<file path="src/escd_pkg.sv">
`timescale 1ns / 1ps

package escd_pkg;

  typedef enum logic [2:0] {
    MODE_PLAIN = 3'b001,
    MODE_ESC   = 3'b010,
    MODE_OCT   = 3'b100
  } mode_t;

  localparam logic [7:0] CHAR_BSL  = 8'h5C;
  localparam logic [7:0] CHAR_ZERO = 8'h30;
  localparam logic [7:0] CHAR_SEVEN = 8'h37;
  localparam logic [7:0] CHAR_R    = 8'h72;
  localparam logic [7:0] CHAR_N    = 8'h6E;
  localparam logic [7:0] CHAR_T    = 8'h74;
  localparam logic [7:0] CHAR_F    = 8'h66;
  localparam logic [7:0] CHAR_B    = 8'h62;
  localparam logic [7:0] CHAR_E    = 8'h65;

  localparam logic [7:0] BYTE_CR  = 8'h0D;
  localparam logic [7:0] BYTE_LF  = 8'h0A;
  localparam logic [7:0] BYTE_TAB = 8'h09;
  localparam logic [7:0] BYTE_FF  = 8'h0C;
  localparam logic [7:0] BYTE_BS  = 8'h08;
  localparam logic [7:0] BYTE_ESC = 8'h1B;

  localparam logic [1:0] MAX_OCT_DIGITS = 2'd3;

  localparam int OBUF_DEPTH = 4;
  localparam int OBUF_AW    = $clog2(OBUF_DEPTH);
  localparam int OBUF_CW    = $clog2(OBUF_DEPTH + 1);

  typedef struct packed {
    logic [7:0] decoded_byte;
    logic       run_end;
    logic       text_end;
  } res_t;

  typedef struct packed {
    logic [1:0] num;
    res_t       r0;
    res_t       r1;
  } dec_out_t;

endpackage

</file>
<file path="src/escd_dec.sv">
`timescale 1ns / 1ps

module escd_dec (
  input  logic                clk,
  input  logic                rst_n,
  input  logic                accept,
  input  logic [7:0]          text_byte,
  input  logic                is_final,
  output escd_pkg::dec_out_t  dec
);

  escd_pkg::mode_t mode_r, mode_nxt;
  logic [7:0]      oct_val_r, oct_val_nxt;
  logic [1:0]      oct_cnt_r, oct_cnt_nxt;

  logic            is_oct;
  logic [2:0]      digit;
  logic [7:0]      oct_shift;
  logic [1:0]      oct_cnt_inc;
  logic [1:0]      num;
  logic [7:0]      b0;
  logic [7:0]      b1;

  assign is_oct      = (text_byte >= escd_pkg::CHAR_ZERO) && (text_byte <= escd_pkg::CHAR_SEVEN);
  assign digit       = text_byte[2:0];
  assign oct_shift   = {oct_val_r[4:0], digit};
  assign oct_cnt_inc = oct_cnt_r + 2'd1;

  always_comb begin
    mode_nxt    = mode_r;
    oct_val_nxt = oct_val_r;
    oct_cnt_nxt = oct_cnt_r;
    num         = 2'd0;
    b0          = text_byte;
    b1          = text_byte;
    unique case (mode_r)
      escd_pkg::MODE_ESC: begin
        mode_nxt = escd_pkg::MODE_PLAIN;
        num      = 2'd1;
        priority if (text_byte == escd_pkg::CHAR_R) begin
          b0 = escd_pkg::BYTE_CR;
        end else if (text_byte == escd_pkg::CHAR_N) begin
          b0 = escd_pkg::BYTE_LF;
        end else if (text_byte == escd_pkg::CHAR_T) begin
          b0 = escd_pkg::BYTE_TAB;
        end else if (text_byte == escd_pkg::CHAR_F) begin
          b0 = escd_pkg::BYTE_FF;
        end else if (text_byte == escd_pkg::CHAR_B) begin
          b0 = escd_pkg::BYTE_BS;
        end else if (text_byte == escd_pkg::CHAR_E) begin
          b0 = escd_pkg::BYTE_ESC;
        end else if (is_oct) begin
          b0 = {5'd0, digit};
          if (!is_final) begin
            num         = 2'd0;
            oct_val_nxt = {5'd0, digit};
            oct_cnt_nxt = 2'd1;
            mode_nxt    = escd_pkg::MODE_OCT;
          end
        end else begin
          b0 = text_byte;
        end
      end
      escd_pkg::MODE_OCT: begin
        if (is_oct) begin
          if (oct_cnt_inc >= escd_pkg::MAX_OCT_DIGITS || oct_cnt_inc == 2'd0 || is_final) begin
            num         = 2'd1;
            b0          = oct_shift;
            mode_nxt    = escd_pkg::MODE_PLAIN;
            oct_val_nxt = 8'd0;
            oct_cnt_nxt = 2'd0;
          end else begin
            oct_val_nxt = oct_shift;
            oct_cnt_nxt = oct_cnt_inc;
          end
        end else begin
          b0          = oct_val_r;
          oct_val_nxt = 8'd0;
          oct_cnt_nxt = 2'd0;
          if (text_byte == escd_pkg::CHAR_BSL && !is_final) begin
            num      = 2'd1;
            mode_nxt = escd_pkg::MODE_ESC;
          end else begin
            num      = 2'd2;
            mode_nxt = escd_pkg::MODE_PLAIN;
          end
        end
      end
      default: begin
        if (text_byte == escd_pkg::CHAR_BSL && !is_final) begin
          mode_nxt = escd_pkg::MODE_ESC;
        end else begin
          num = 2'd1;
        end
      end
    endcase
    if (is_final) begin
      mode_nxt    = escd_pkg::MODE_PLAIN;
      oct_val_nxt = 8'd0;
      oct_cnt_nxt = 2'd0;
    end
  end

  always_comb begin
    dec.num             = num;
    dec.r0.decoded_byte = b0;
    dec.r0.run_end      = (num == 2'd1);
    dec.r0.text_end     = (num == 2'd1) && is_final;
    dec.r1.decoded_byte = b1;
    dec.r1.run_end      = 1'b1;
    dec.r1.text_end     = is_final;
  end

  always_ff @(posedge clk) begin
    if (!rst_n) begin
      mode_r    <= escd_pkg::MODE_PLAIN;
      oct_val_r <= 8'd0;
      oct_cnt_r <= 2'd0;
    end else if (accept) begin
      mode_r    <= mode_nxt;
      oct_val_r <= oct_val_nxt;
      oct_cnt_r <= oct_cnt_nxt;
    end
  end

endmodule

</file>
<file path="src/escd_obuf.sv">
`timescale 1ns / 1ps

module escd_obuf (
  input  logic                clk,
  input  logic                rst_n,
  input  logic                push,
  input  escd_pkg::dec_out_t  dec,
  output logic                room,
  output logic                out_valid,
  input  logic                out_ready,
  output escd_pkg::res_t      out_res
);

  escd_pkg::res_t mem_r [escd_pkg::OBUF_DEPTH];

  logic [escd_pkg::OBUF_AW-1:0] wr_ptr_r, wr_ptr_nxt;
  logic [escd_pkg::OBUF_AW-1:0] rd_ptr_r, rd_ptr_nxt;
  logic [escd_pkg::OBUF_CW-1:0] count_r, count_nxt;
  logic [escd_pkg::OBUF_AW-1:0] wr_ptr_p1;
  logic [escd_pkg::OBUF_CW-1:0] push_n;
  logic                         pop;

  assign pop       = out_valid && out_ready;
  assign push_n    = push ? escd_pkg::OBUF_CW'(dec.num) : '0;
  assign wr_ptr_p1 = wr_ptr_r + escd_pkg::OBUF_AW'(1);
  assign room      = count_r <= escd_pkg::OBUF_CW'(escd_pkg::OBUF_DEPTH - 2);
  assign out_valid = count_r != '0;
  assign out_res   = mem_r[rd_ptr_r];

  assign wr_ptr_nxt = wr_ptr_r + push_n[escd_pkg::OBUF_AW-1:0];
  assign rd_ptr_nxt = rd_ptr_r + escd_pkg::OBUF_AW'(pop);
  assign count_nxt  = count_r + push_n - escd_pkg::OBUF_CW'(pop);

  always_ff @(posedge clk) begin
    if (push && dec.num != 2'd0) begin
      mem_r[wr_ptr_r] <= dec.r0;
    end
    if (push && dec.num == 2'd2) begin
      mem_r[wr_ptr_p1] <= dec.r1;
    end
  end

  always_ff @(posedge clk) begin
    if (!rst_n) begin
      wr_ptr_r <= '0;
      rd_ptr_r <= '0;
      count_r  <= '0;
    end else begin
      wr_ptr_r <= wr_ptr_nxt;
      rd_ptr_r <= rd_ptr_nxt;
      count_r  <= count_nxt;
    end
  end

endmodule

</file>
<file path="src/escape_sequence_decoder.sv">
`timescale 1ns / 1ps
// A decoded byte enters the output buffer when its input beat is accepted and is
// shown on out_* from there. Throughput: one input beat per cycle while in_tready
// is high; one output byte per cycle while out_tready is high. A beat may yield two
// bytes; in_tready drops while the four-entry buffer holds three or more bytes.
// Reset: synchronous active-low rst_n returns the decoder to plain text mode
// and empties the output buffer.

module escape_sequence_decoder (
  input  logic       clk,
  input  logic       rst_n,
  input  logic       in_tvalid,
  output logic       in_tready,
  input  logic [7:0] in_tdata,   // [7:0] text_byte
  input  logic       in_tlast,   // is_final
  output logic       out_tvalid,
  input  logic       out_tready,
  output logic [7:0] out_tdata,  // [7:0] decoded_byte
  output logic       out_tuser,  // run_end
  output logic       out_tlast   // text_end
);

  escd_pkg::dec_out_t dec;
  escd_pkg::res_t     res;
  logic               accept;
  logic               room;

  assign in_tready = room;
  assign accept    = in_tvalid && in_tready;

  escd_dec u_dec (
    .clk       (clk),
    .rst_n     (rst_n),
    .accept    (accept),
    .text_byte (in_tdata),
    .is_final  (in_tlast),
    .dec       (dec)
  );

  escd_obuf u_obuf (
    .clk       (clk),
    .rst_n     (rst_n),
    .push      (accept),
    .dec       (dec),
    .room      (room),
    .out_valid (out_tvalid),
    .out_ready (out_tready),
    .out_res   (res)
  );

  assign out_tdata = res.decoded_byte;
  assign out_tuser = res.run_end;
  assign out_tlast = res.text_end;

endmodule
</file>
<file path="config.mk">
export PLATFORM = sky130hd
export DESIGN_NAME = escape_sequence_decoder
export DESIGN_NICKNAME = d
export VERILOG_FILES = /design/src/escd_pkg.sv /design/src/escd_dec.sv /design/src/escd_obuf.sv /design/src/escape_sequence_decoder.sv
export SDC_FILE = /design/constraint.sdc
export NUM_CORES = 1
export LEC_CHECK = 0
export BUFFER_PORTS_ARGS = -buffer_cell sky130_fd_sc_hd__buf_4
export CORE_UTILIZATION = 35
export CTS_BUF_LIST = sky130_fd_sc_hd__clkbuf_16
export CTS_CLUSTER_SIZE = 20
export DETAILED_ROUTE_END_ITERATION = 6
export RECOVER_POWER = 25
export SETUP_SLACK_MARGIN = 0.02
export SLEW_MARGIN = 30
export SYNTH_ARGS = -nofsm -noshare
export SYNTH_HDL_FRONTEND = slang
export SYNTH_SLANG_ARGS = --single-unit
</file>
<file path="constraint.sdc">
create_clock -name clk -period 8.2 [get_ports clk]
set_input_delay 1.64 -clock clk [delete_from_list [all_inputs] [get_ports clk]]
set_output_delay 1.64 -clock clk [all_outputs]
set_load 0.02 [all_outputs]
</file>
==> results of run 1 <==
flip-flops by register name, summed over array words and instances (netlist names):
signal,cells
u_obuf.wr_ptr_r,2
u_obuf.count_r,3
u_obuf.rd_ptr_r,2
u_obuf.mem_r,40
u_dec.oct_val_r,8
u_dec.oct_cnt_r,2
u_dec.mode_r,3
worst max-delay path, delay by kind of cell:
kind	cells	cell delay [ns]
adder cells (fa/ha/maj)	2	0.63
XOR/XNOR	2	0.27
AND/OR/NAND/NOR	4	1.06
buffers and inverters	1	0.48
AO/OA/AOI/OAI	1	0.61
worst max-delay path by stage:
| stage | start | end | cells past startpoint |
|---|---|---|---|
| global placement | in_tdata[7] | u_obuf.count_r[2] | 10 |
| global route | in_tdata[3] | u_obuf.count_r[2] | 10 |
| detailed placement | in_tdata[3] | u_obuf.count_r[2] | 11 |
| CTS | in_tdata[7] | u_obuf.count_r[2] | 10 |
| floorplan | in_tdata[7] | u_obuf.count_r[2] | 10 |
| finish | in_tdata[3] | u_obuf.count_r[2] | 10 |
power breakdown:
group	switching [uW]	internal [uW]	leakage [uW]	total, uW
sequential	39.6	372	0.000496	411
clock	132	233	0.000139	365
combinational	158	136	0.000696	294
total	330	740	0.00133	1070
cell usage after synthesis (3+ instances only):
cell type / count / area (um2)
a21boi_0: 10 / 75.1
o22ai_1: 8 / 50.1
buf_2: 3 / 15.0
nand2b_1: 6 / 37.5
nor3_1: 3 / 15.0
o21ai_0: 19 / 95.1
or4_1: 3 / 22.5
nand3_1: 16 / 80.1
nor2_1: 19 / 71.3
xnor2_1: 5 / 43.8
a21oi_1: 20 / 100
edfxtp_1: 36 / 1080
a22o_1: 7 / 61.3
mux4_2: 10 / 225
o21a_1: 4 / 30.0
inv_1: 14 / 52.6
dfxtp_1: 24 / 480
nor4_1: 4 / 25.0
nand3b_1: 6 / 45.0
o21ai_1: 13 / 65.1
nand2_1: 51 / 191
clkbuf_1: 18 / 67.6
and2_1: 10 / 62.6
nor3_2: 3 / 30.0
ha_1: 5 / 62.6
or2_2: 3 / 18.8
area by class of cell:
cell class / count / area (um2)
sequential: 60 / 1560
fill: 976 / 5700
clock inverter: 7 / 67.6
clock buffer: 9 / 225
tap: 133 / 166
inverter: 16 / 60.1
multi-input combinational: 268 / 1810
timing repair buffer: 26 / 184
cells by family after synthesis:
group / count (synthesis) / share of synthesized area (%)
xor+xnor: 6 / 1.49
buf+inv: 38 / 4.35
simple gates: 142 / 21.4
flops: 60 / 44.1
fa+ha+maj: 6 / 2.33
mux: 13 / 7.25
compound gates: 101 / 19.1
per-layer routing:
layer  routed length [um]  vias to the layer above  GRT usage (%)
met1                 4170                     1357           24.7
met3                  340                       13           3.86
met2                 4160                       66           28.3
met4                  138                        0           5.27
met5                    0                        -              0
li1                     -                     1393              -
cells in the final DEF, fill, tap and decap left out, drive strengths merged, types with 2 or more instances in the layout:
| cell | instances |
|---|---|
| dfxtp | 24 |
| a21boi | 10 |
| buf | 22 |
| or2 | 4 |
| o22ai | 9 |
| nand2b | 6 |
| nand3 | 16 |
| mux2i | 2 |
| mux4 | 10 |
| inv | 16 |
| and2 | 10 |
| xnor2 | 5 |
| o2bb2ai | 2 |
| clkbuf | 13 |
| a22o | 7 |
| or3b | 3 |
| o21ai | 33 |
| clkinvlp | 2 |
| or3 | 2 |
| and3 | 2 |
| a21oi | 20 |
| nand2 | 51 |
| or4 | 4 |
| a31oi | 2 |
| a211oi | 2 |
| edfxtp | 36 |
| nor3b | 2 |
| nor4 | 5 |
| nor2 | 19 |
| nand3b | 6 |
| nor3 | 6 |
| ha | 5 |
| clkinv | 4 |
| o21a | 4 |
metrics by stage:
step           hold slack (ns)  instance area, um2
3_5_place_dp             0.461                3810
4_1_cts                  0.475                4100
6_report                 0.468                4070
5_1_grt                  0.489                4070
3_3_place_gp             0.454                3810
2_1_floorplan            0.437                3540
==> results list, run 1 <==
* Wirelength, routed: 8810 um
* Cts repair resizes: 0
- Final core area utilization: 41.7%
* Final hold violation count: 0
- The min-delay analysis places its worst path in the category flop to flop.
* Residual overflow from global routing: 0
- Once the floorplan was initialized, standard cells occupied 36.2% of the core.
- Setup repair after global routing left no endpoint under its margin.
* Final Cycle Share: 54.7%
- Number of buffers added for setup after CTS: 0
* Number of buffers added to fix hold violations after cts: 0
* Vias in the first global route: 2632
- Via-per-instance ratio: 5.45
- Clock-pin slew on the worst setup and hold paths: 0.06 ns
- YS warnings: 0
- Maximum clock frequency: 223 MHz
- Avg Cell Area, Syn: 9.67 um2
- The floorplan step defined a die boundary enclosing 10500 um2.
- At the worst endpoint, the required time is 8.41 ns.
- The final count of pins violating max slew was 0.
* DP HPWL: 6680 um
- RD Place Congestion: 0.896
* CTS tree: done
- In this run the deepest clock path goes through 2 buffers.
- The H-tree was split into 3 levels.
* Post-synthesis register bit count: 60
* Total CTS buffers: 9
* DRC marker count from the first detailed-route iteration: 204
* Aggregate negative setup slack: 0 ns
* Power density of the placed cells: 263 nW/um2
- Clk sinks: 60
- From synthesis to final layout, the design area changed by 15.1%.
* Crit Path Category: input port to flop
- In the routed design, unresolved DRC markers number 0.
* R2R Path Start: u_dec.mode_r[2]
- The routed layout has 2829 vias.
- The number of nets handed over by synthesis was 385.
* Vertical extent of the die: 103 um
- The total area inside the core boundary comes to 9770 um2.
- Endpoint of the worst-slack reg-to-reg timing path: u_obuf.count_r[2]
- The synthesized netlist occupies a cell area of 3540 um2.
* Critical path's slowest cell: or4_1
- Worst-Margin Slew: 1.25 ns
- In this run the tightest slew margin relative to its limit is 15.6%.
- Once placement completed, the tool counted placed cells totaling 503.
* Count of placed standard cells in the final layout, fillers left out: 519
- Critical path launch point type: input port
* Critical path fanouts, max: 16
- Post-layout nets: 400
- Number of instances on the worst hold path: 2
- Register-to-register path setup slack: 5.23 ns
* Total inserted antenna cells: 0
- Endpoint with the worst hold slack: u_dec.oct_val_r[7]
- From left edge to right edge, the die measures 103 um.
* Cell occurring most often along the worst timing path: xnor2_1
* Fraction of synthesis flops using an asynchronous set or reset pin: 0%
- Number of cells on the worst reg-to-reg path: 10
* Number of enable-type register cells in the synthesized netlist: 36
- Number of different library cells in the post-synthesis netlist: 65
- For this run, the detailed router's first-pass iteration total came to 5.
* Number of instances in the synthesized netlist: 366
- Ratio of cells with drive above 1 in the final layout: 16.8%
* Worst Setup Slack post-DPL: 3.80 ns
- Number of placement rows: 36
* Hold wc startpoint: u_dec.oct_val_r[7]
* Fin Clk Skew: 0.00879 ns
- Max-cap violation count: 0
- The initial antenna violation count came to 0.
- Run status: finished, final reports clean
- The worst path meets setup with 3.71 ns of slack.
- The worst setup path is captured at a flop.
* Setup violators final: 0
- The later pin in the worst-skew pair is clocked with a latency of 0.32 ns.
- Of the synthesized area, sequential elements account for 44.1%.
- Post-layout power: 1070 uW
* Delay contributed by the slowest stage of the critical path: 0.64 ns
* Final critical delay including setup and external delays: 4.49 ns
- Buffers on Ports: 24
- Summed over all cells, the static leakage comes to 0.00133 uW.
- The most used flip-flop cell after synthesis is edfxtp_1.
- IR analysis of the VDD net gives a maximum drop of 0.107 mV.
- Number of placed I/O pins: 25
- Root cell of the clock tree: clkbuf_16
- In the final routed layout, each cell accounts on average for 17.0 um.
- Remaining number of nets flagged by the antenna check after routing: 0
- Pin count of the biggest net entering global routing: 21
* Arrival time at the worst endpoint: 4.70 ns
* Series of cell instances along the critical path: clkbuf_1, nand2b_1, or4_1, a221oi_2, nor2_1, ha_1, fa_1, xnor2_1, xnor2_1, and2_1
- Overall routing resource usage: 17.9%
* First-pass GRT wire length: 14100 um
No activity file was read; power rests on OpenSTA's default activity.
==> run 2: changes to the inputs <==
--- a/config.mk
+++ b/config.mk
@@ -5,6 +5,7 @@
 export SDC_FILE = /design/constraint.sdc
 export NUM_CORES = 1
 export LEC_CHECK = 0
+export ABC_AREA = 1
 export BUFFER_PORTS_ARGS = -buffer_cell sky130_fd_sc_hd__buf_4
 export CORE_UTILIZATION = 35
 export CTS_BUF_LIST = sky130_fd_sc_hd__clkbuf_16
==> constraint.sdc (replaced) <==
create_clock -name clk -period 4 [get_ports clk]
set_input_delay 0.8 -clock clk [delete_from_list [all_inputs] [get_ports clk]]
set_output_delay 0.8 -clock clk [all_outputs]
set_load 0.02 [all_outputs]
==> run 2 against run 1 <==
Non-clock buffer count is 3 higher. Combinational power increased to 2.6 times the previous value. Sequential power grew 100%. Clock skew is 0.0069 ns higher. Setup slack got worse by 2.8 ns. Die area grew 3.1%. Core utilization is 0.44 points lower. Worst hold slack worse by 0.017 ns. Area after synthesis up 3.1%. Cell area rose by 0.77%. Clock-buffer cell count is the same. Critical path depth up 3. Critical path type unchanged.
==> results list, run 2 <==
* Via-per-instance ratio: 5.21 (was 5.45)
* Met1 Wirelength: 4520 um (was 4170 um)
- DRC marker count from the first detailed-route iteration: 209 (was 204)
- The sequential standard cell area came to 1560 um2 (unchanged).
* Arrival time at the worst endpoint: 3.33 ns (was 4.70 ns)
- Largest cells by area after synthesis: edfxtp_1 30%, dfxtp_1 13%, nand2_1 11% (was edfxtp_1 31%, dfxtp_1 14%, mux4_2 6.4%)
- Met2 routed wirelength: 4040 um (was 4160 um)
* Leakage Power: 0.00173 uW (was 0.00133 uW)
* Setup repair after global routing missed its margin: false (unchanged)
- The number of global-route vias before repair was 2981 (was 2632).
- DP HPWL: 6800 um (was 6680 um)
* Die ar.: 10800 um2 (was 10500 um2)
* Clk sinks: 60 (unchanged)
- The total routing resource utilization after global routing was 17.7% (was 17.9%).
* Routed length per placed instance: 14.4 um (was 17.0 um)
* Number of buffers added for setup after CTS: 0 (unchanged)
- Most frequent standard cell in the layout excluding fill and tap cells: nand2_1 (unchanged)
- The worst stage delay on the critical path came to 0.37 ns (was 0.64 ns).
- Via count: 3322 (was 2829)
- Buffers and inverters on the worst path: 2 (was 1)
- The critical path endpoint category is a flop (unchanged).
- The clock transition time at the flip-flop clock pins of the worst setup and hold paths came to 0.05 ns (was 0.06 ns).
* Aggregate negative setup slack: 0 ns (unchanged)
- The top-level port count came to 25 (unchanged).
* Number of enable-type register cells in the synthesized netlist: 36 (unchanged)
* First-pass GRT wire length: 15200 um (was 14100 um)
* Buffers on Ports: 24 (unchanged)
* Number of placement rows: 36 (unchanged)
- Residual overflow from global routing: 0 (unchanged)
* Number of instances in the synthesized netlist: 485 (was 366)
- Slew margin rel.: 44.0% (was 15.6%)
- The number of buffers between clock root and the deepest sink came to 2 (unchanged).
- Routed wl met3: 462 um (was 340 um)
* Critical path fanouts, max: 17 (was 16)
* Root cell of the clock tree: clkbuf_16 (unchanged)
- Series of cell instances along the critical path: buf_4, nand2_1, nor2_1, nand2_1, o21ai_0, nand3_1, nand2_1, inv_1, ha_1, fa_1, xor2_1, o21ai_0, a21oi_1 (was clkbuf_1, nand2b_1, or4_1, a221oi_2, nor2_1, ha_1, fa_1, xnor2_1, xnor2_1, and2_1)
* Vertical extent of the die: 104 um (was 103 um)
* Crit Path Category: input port to flop (unchanged)
- The total count of hold-check failures in the final report is 0 (unchanged).
- The top routing layer in use is met4 (unchanged).
- Most frequently used cell type in the post-synthesis netlist: nand2_1 (unchanged)
- Cell occurring most often along the worst timing path: nand2_1 (was xnor2_1)
- Hold Path Class: flop to flop (unchanged)
* Post-route worst hold slack: 0.451 ns (was 0.468 ns)
* Ratio of cells with drive above 1 in the final layout: 11.3% (was 16.8%)
- Number of detailed-route iterations in the first pass: 5 (unchanged)
- The count of antenna-violating nets left after detailed routing is 0 (unchanged).
- Cts repair resizes: 0 (unchanged)
- The post-cts hold buffer count is 0 (unchanged).
* Largest Register: u_obuf.mem_r (unchanged)
- Overall die width: 104 um (was 103 um)
- Max-cap violation count: 0 (unchanged)
- The weighted congestion reported at the end of routability-driven placement is 0.902 (was 0.896).
* Netlist area before placement: 3650 um2 (was 3540 um2)
- Post-synthesis register bit count: 60 (unchanged)
* Top FF cell, synth: edfxtp_1 (unchanged)
- The clock tree from TritonCTS was done (unchanged).
- The number of buffers created by CTS is 9 (unchanged).
- The flip-flop count of the largest register after layout was 40 (unchanged).
- The mean instance size in the synthesized netlist is 7.53 um2 (was 9.67 um2).
- Worst Setup Slack post-DPL: 0.892 ns (was 3.80 ns)
- Number of different library cells in the post-synthesis netlist: 38 (was 65)
* Area fraction of the dominant cell type after synthesis: 29.6% (was 30.6%)
- The share of synthesized area occupied by flip-flops and latches was 42.8% (was 44.1%).
* Fillcell total: 994 (was 976)
* Antenna violations before repair: 0 (unchanged)
- Run status: finished, final reports clean (unchanged).
* Maximum clock frequency: 320 MHz
- The post-detailed-route DRC marker count came to 0 (unchanged).
- Most numerous cell types in the synthesized netlist: 103 x nand2_1, 71 x nand3_1, 53 x nor2_1 (was 51 x nand2_1, 36 x edfxtp_1, 24 x dfxtp_1).
- The net total in the final layout came to 520 (was 400).
- The required time of the worst setup path is 4.20 ns (was 8.41 ns).
- The synthesized netlist net count came to 504 (was 385).
- Pin count of the biggest net entering global routing: 36 (was 21)
* Starting utilization of the core area: 36.7% (was 36.2%)
- Leading cell types in the layout, fill and taps excluded: 106 x nand2_1, 73 x nand3_1, 55 x nor2_1, 43 x o21ai_0, 38 x inv_1 (was 51 x nand2_1, 36 x edfxtp_1, 24 x dfxtp_1, 22 x buf_4, 20 x a21oi_1).
* Total number of H-tree levels: 3 (unchanged)
- The routed design could run at a clock period as short as 3.13 ns.
* Setup violators final: 0 (unchanged)
- Wirelength, routed: 9190 um (was 8810 um)
* Fin Clk Skew: 0.0157 ns (was 0.00879 ns)
- The final count of pins violating max slew came to 0 (unchanged).
- Critical path's slowest cell: fa_1 (was or4_1)
- Library cell occupying the most area in the post-synthesis netlist: edfxtp_1 (unchanged)
* Total inserted antenna cells: 0 (unchanged)
* Fraction of synthesis flops using an asynchronous set or reset pin: 0% (unchanged)
* Source-to-sink clock delay at the later pin of the worst-skew pair: 0.33 ns (was 0.32 ns)
- YS warnings: 0 (unchanged)
- Area growth, synth to finish: 12.4% (was 15.1%)
- The power density over cell area was 548 nW/um2 (was 263 nW/um2).
- Area of the core region: 9950 um2 (was 9770 um2)
- Worst-Margin Slew: 0.837 ns (was 1.25 ns)
* Final worst slack: 0.873 ns (was 3.71 ns)
- Final Cycle Share: 78.2%
- Largest registers: u_obuf.mem_r: 40 flops, u_dec.oct_val_r: 8 flops (unchanged)
* Critical path launch point type: input port (unchanged)
- Multi-input logic area: 1740 um2 (was 1810 um2)
- The cell class contributing the biggest share of worst-path delay is simple AND/OR/NAND/NOR gates (unchanged).
- The maximum resistive drop on vdd is 0.246 mV (was 0.107 mV).
[run 2: cell types whose count changed in the layout (fill, tap and decap cells not counted), sizes merged, moves of 13 or more]
cell | before | now
o21ai | 33 | 46
nand3 | 16 | 76
nand2 | 51 | 107
inv | 16 | 47
nor2 | 19 | 58
[run 2: cell type report]
class	instances	area share [%]
multi-input cells	354	42.3
flip-flops and latches	60	38.0
clock buffers	9	5.49
repair buffers	29	5.12
inverters	47	4.33
well taps	133	4.05
clock inverters	6	0.610
[run 2: cells by family after synthesis]
logic type      count (synthesis)  share of synthesized area (%)
xor+xnor                        3                          0.720
fa+ha+maj                       6                           2.26
simple gates                  249                           31.2
buf+inv                        71                           8.47
compound gates                 96                           14.5
flops                          60                           42.8
[run 2: path summary, 6_finish.rpt]
check	start	endpoint	slack, ns	cells past startpoint
worst min-delay path	u_obuf.mem_r[2][1]	u_obuf.mem_r[2][1]	0.45	2
worst max register to register	u_dec.mode_r[1]	u_obuf.count_r[2]	1.35	11
worst min register to register	u_obuf.mem_r[2][1]	u_obuf.mem_r[2][1]	0.45	2
worst max-delay path	in_tdata[5]	u_obuf.count_r[2]	0.87	13
[run 2: report_power, final]
part	internal (uW)	switching, uW
combinational	257	498
clock	403	255
sequential	779	55.4
total	1440	809
[run 2: layer usage]
metal	GRT usage (%)	vias to the layer above
li1	-	1681
met3	3.76	13
met1	24.5	1520
met4	6.02	0
met5	0	-
met2	27.4	108
[run 2: stage by stage]
| stage | cells | cell area, um2 | total power [uW] | utilization (%) |
|---|---|---|---|---|
| floorplan | 485 | 3650 | 1380 | - |
| global placement | 623 | 3900 | 1610 | 39.2 |
| detailed placement | 623 | 3900 | 1620 | 39.2 |
| CTS | 638 | 4150 | 2280 | 41.7 |
| global route | 638 | 4100 | 2380 | 41.2 |
| finish | 638 | 4100 | 2250 | 41.2 |
[run 2: worst reg2reg max path, stage by stage, from the launching register on]
cell and delay (ns):
dfxtp_1 0.34, nor3_4 0.47, nor2_2 0.16, nand2_1 0.15, nand3_1 0.21, nand2_1 0.16
inv_1 0.08, ha_1 0.21, fa_1 0.38, xor2_1 0.16, o21ai_0 0.17, a21oi_1 0.06
==> run 3: changes to the inputs <==
==> constraint.sdc (replaced) <==
create_clock -name clk -period 3.19 [get_ports clk]
set_input_delay 0.638 -clock clk [delete_from_list [all_inputs] [get_ports clk]]
set_output_delay 0.638 -clock clk [all_outputs]
set_load 0.02 [all_outputs]
==> run 3 against run 2 <==
Die area stayed put. Final cell count increased by 0.47%. Sequential cell count unchanged. Critical path type unchanged. Largest cell class unchanged. Largest power group unchanged. Highest routed layer unchanged.
==> results list, run 3 (same netlist as run 2, synthesis figures left out) <==
* Run status: finished, final reports clean (unchanged)
- Power density of the placed cells: 707 nW/um2 (was 548 nW/um2)
- The required time of the worst setup path came to 3.40 ns (was 4.20 ns).
- Source-to-sink clock delay at the later pin of the worst-skew pair: 0.34 ns (was 0.33 ns)
* Hold Path Class: flop to flop (unchanged)
- The number of buffers created by CTS is 9 (unchanged).
- DP HPWL: 6860 um (was 6800 um)
- Remaining number of nets flagged by the antenna check after routing: 0 (unchanged)
* Fin Clk Skew: 0.00948 ns (was 0.0157 ns)
* Post-layout nets: 522 (was 520)
- The maximum number of pins on one net before global-route repair came to 36 (unchanged).
- The initial antenna violation count is 0 (unchanged).
- Most frequent standard cell in the layout excluding fill and tap cells: nand2_1 (unchanged)
* Clk sinks: 60 (unchanged)
* Starting utilization of the core area: 36.7% (unchanged)
* Cts repair resizes: 0 (unchanged)
- Series of cell instances along the critical path: clkbuf_1, nand2_1, nor2_2, nand3_1, nand2_2, inv_1, nand3_2, nand3_2, nand2_4, inv_1, ha_1, fa_1, xor2_1, o21ai_0, a21oi_1 (was buf_4, nand2_1, nor2_1, nand2_1, o21ai_0, nand3_1, nand2_1, inv_1, ha_1, fa_1, xor2_1, o21ai_0, a21oi_1).
- The worst stage delay on the critical path was 0.37 ns (about the same).
- Number of buffers added for setup after CTS: 0 (unchanged)
* Number of placed I/O pins: 25 (unchanged)
- The multi-input combinational cell area is 1770 um2 (was 1740 um2).
- The cell class contributing the biggest share of worst-path delay is simple AND/OR/NAND/NOR gates (unchanged).
- Category of the worst setup path capture point: flop (unchanged)
- Critical path's slowest cell: fa_1 (unchanged)
- The average via count per standard cell is 5.24 (was 5.21).
* Die ar.: 10800 um2 (unchanged)
- The fill cell total of the finished layout is 989 (was 994).
- Buffers on Ports: 24 (unchanged)
* Largest Register: u_obuf.mem_r (unchanged)
- The post-cts hold buffer count is 0 (unchanged).
- The worst path arrival time is 2.96 ns (was 3.33 ns).
* Final Cycle Share: 86.1%
- Total inserted antenna cells: 0 (unchanged)
* Leading cell types in the layout, fill and taps excluded: 104 x nand2_1, 72 x nand3_1, 54 x nor2_1, 42 x o21ai_0, 37 x inv_1 (was 106 x nand2_1, 73 x nand3_1, 55 x nor2_1, 43 x o21ai_0, 38 x inv_1)
- Critical path launch point type: input port (unchanged)
- Register-to-register path setup slack: 0.60 ns (was 1.35 ns)
* Residual overflow from global routing: 0 (unchanged)
- The average wire per cell in the routed design came to 14.4 um (about the same).
- Final worst slack: 0.443 ns (was 0.873 ns)
- The final count of pins violating max slew came to 0 (unchanged).
* Final core area utilization: 42.0% (was 41.2%)
* Number of flip-flops in the largest register: 40 (unchanged)
* Area of the core region: 9950 um2 (unchanged)
* DRC marker count from the first detailed-route iteration: 269 (was 209)
- The width of the die came to 104 um (unchanged).
* Number of detailed-route iterations in the first pass: 5 (unchanged)
- Final hold violation count: 0 (unchanged)
* Worst-Margin Slew: 0.558 ns (was 0.837 ns)
- The total via count after detailed routing was 3357 (was 3322).
* Vertical extent of the die: 104 um (unchanged)
* Max-cap violation count: 0 (unchanged)
* Number of placement rows: 36 (unchanged)
- The worst hold slack after final layout is 0.460 ns (was 0.451 ns).
- Largest registers: u_obuf.mem_r: 40 flops, u_dec.oct_val_r: 8 flops (unchanged)
- The buffer and inverter count on the worst path came to 3 (was 2).
- The number of global-route vias before repair came to 3068 (was 2981).
* Setup repair after global routing missed its margin: false (unchanged)
- The number of buffers between clock root and the deepest sink came to 2 (unchanged).
- Slew margin rel.: 62.7% (was 44.0%)
- Total area of sequential cells: 1560 um2 (unchanged)
- Area growth, synth to finish: 14.7% (was 12.4%)
* Critical path fanouts, max: 9 (was 17)
- The smallest clock period supported by the final layout is computed as 2.75 ns.
- Derived from the worst setup path, the maximum achievable clock frequency is 364 MHz.
* Leakage Power: 0.00174 uW (was 0.00173 uW)
- Total number of H-tree levels: 3 (unchanged)
- The weighted congestion reported at the end of routability-driven placement is 0.903 (was 0.902).
- The total routing resource utilization after global routing is 18.1% (was 17.7%).
- Ratio of cells with drive above 1 in the final layout: 12.6% (was 11.3%)
* CTS tree: done (unchanged)
- The post-detailed-routing wire length was 9220 um (was 9190 um).
- The post-detailed-route DRC marker count is 0 (unchanged).
* Peak ir drop on the vdd network: 0.291 mV (was 0.246 mV)
- Crit Path Category: input port to flop (unchanged)
* First-pass GRT wire length: 15700 um (was 15200 um)
* Worst Setup Slack post-DPL: 0.327 ns (was 0.892 ns)
* Setup violators final: 0 (unchanged)
- The cell at the root of the clock tree is clkbuf_16 (unchanged).
- Aggregate negative setup slack: 0 ns (unchanged)
* Clock-pin slew on the worst setup and hold paths: 0.05 ns (about the same)
run 3: worst paths after layout:
kind                 startpoint                 end  depth (start not counted)
max                 in_tdata[5]   u_obuf.count_r[2]                         15
min          u_obuf.mem_r[1][1]  u_obuf.mem_r[1][1]                          2
max reg2reg     u_dec.mode_r[0]   u_obuf.count_r[2]                         14
min reg2reg  u_obuf.mem_r[1][1]  u_obuf.mem_r[1][1]                          2
run 3: metal layers:
metal | share of wire [%] | wire length [um] | global-route usage (%)
met3 | 4.6 | 422 | 3.95
met4 | 1.5 | 138 | 6.43
met1 | 49 | 4530 | 25.0
met2 | 45 | 4120 | 27.9
met5 | 0 | 0 | 0
run 3: layout make-up:
cell class,instances,share of cell area [%]
multi-input combinational,354,42.3
sequential,60,37.3
clock buffer,9,5.38
timing repair buffer,31,5.20
inverter,47,4.25
tap,133,3.98
clock inverter,7,1.61
run 3: stage by stage:
stage	cell area, um2	total power (uW)	std cells
after global placement	3920	2020	625
after global routing	4190	3130	641
final	4190	2960	641
after CTS	4210	2990	641
after detailed placement	3920	2040	625
after floorplan	3650	1730	485
run 3: worst min-delay path: cells and delay by family (launching register included):
family        cells  cell delay (ns)
flops             1             0.32
simple gates      2             0.10
run 3: report_power, final:
group / leakage, uW / switching [uW] / internal (uW) / total (uW)
clock: 0.000139 / 346 / 599 / 944
combinational: 0.00111 / 637 / 329 / 965
sequential: 0.000493 / 71.2 / 976 / 1050
total: 0.00174 / 1050 / 1900 / 2960
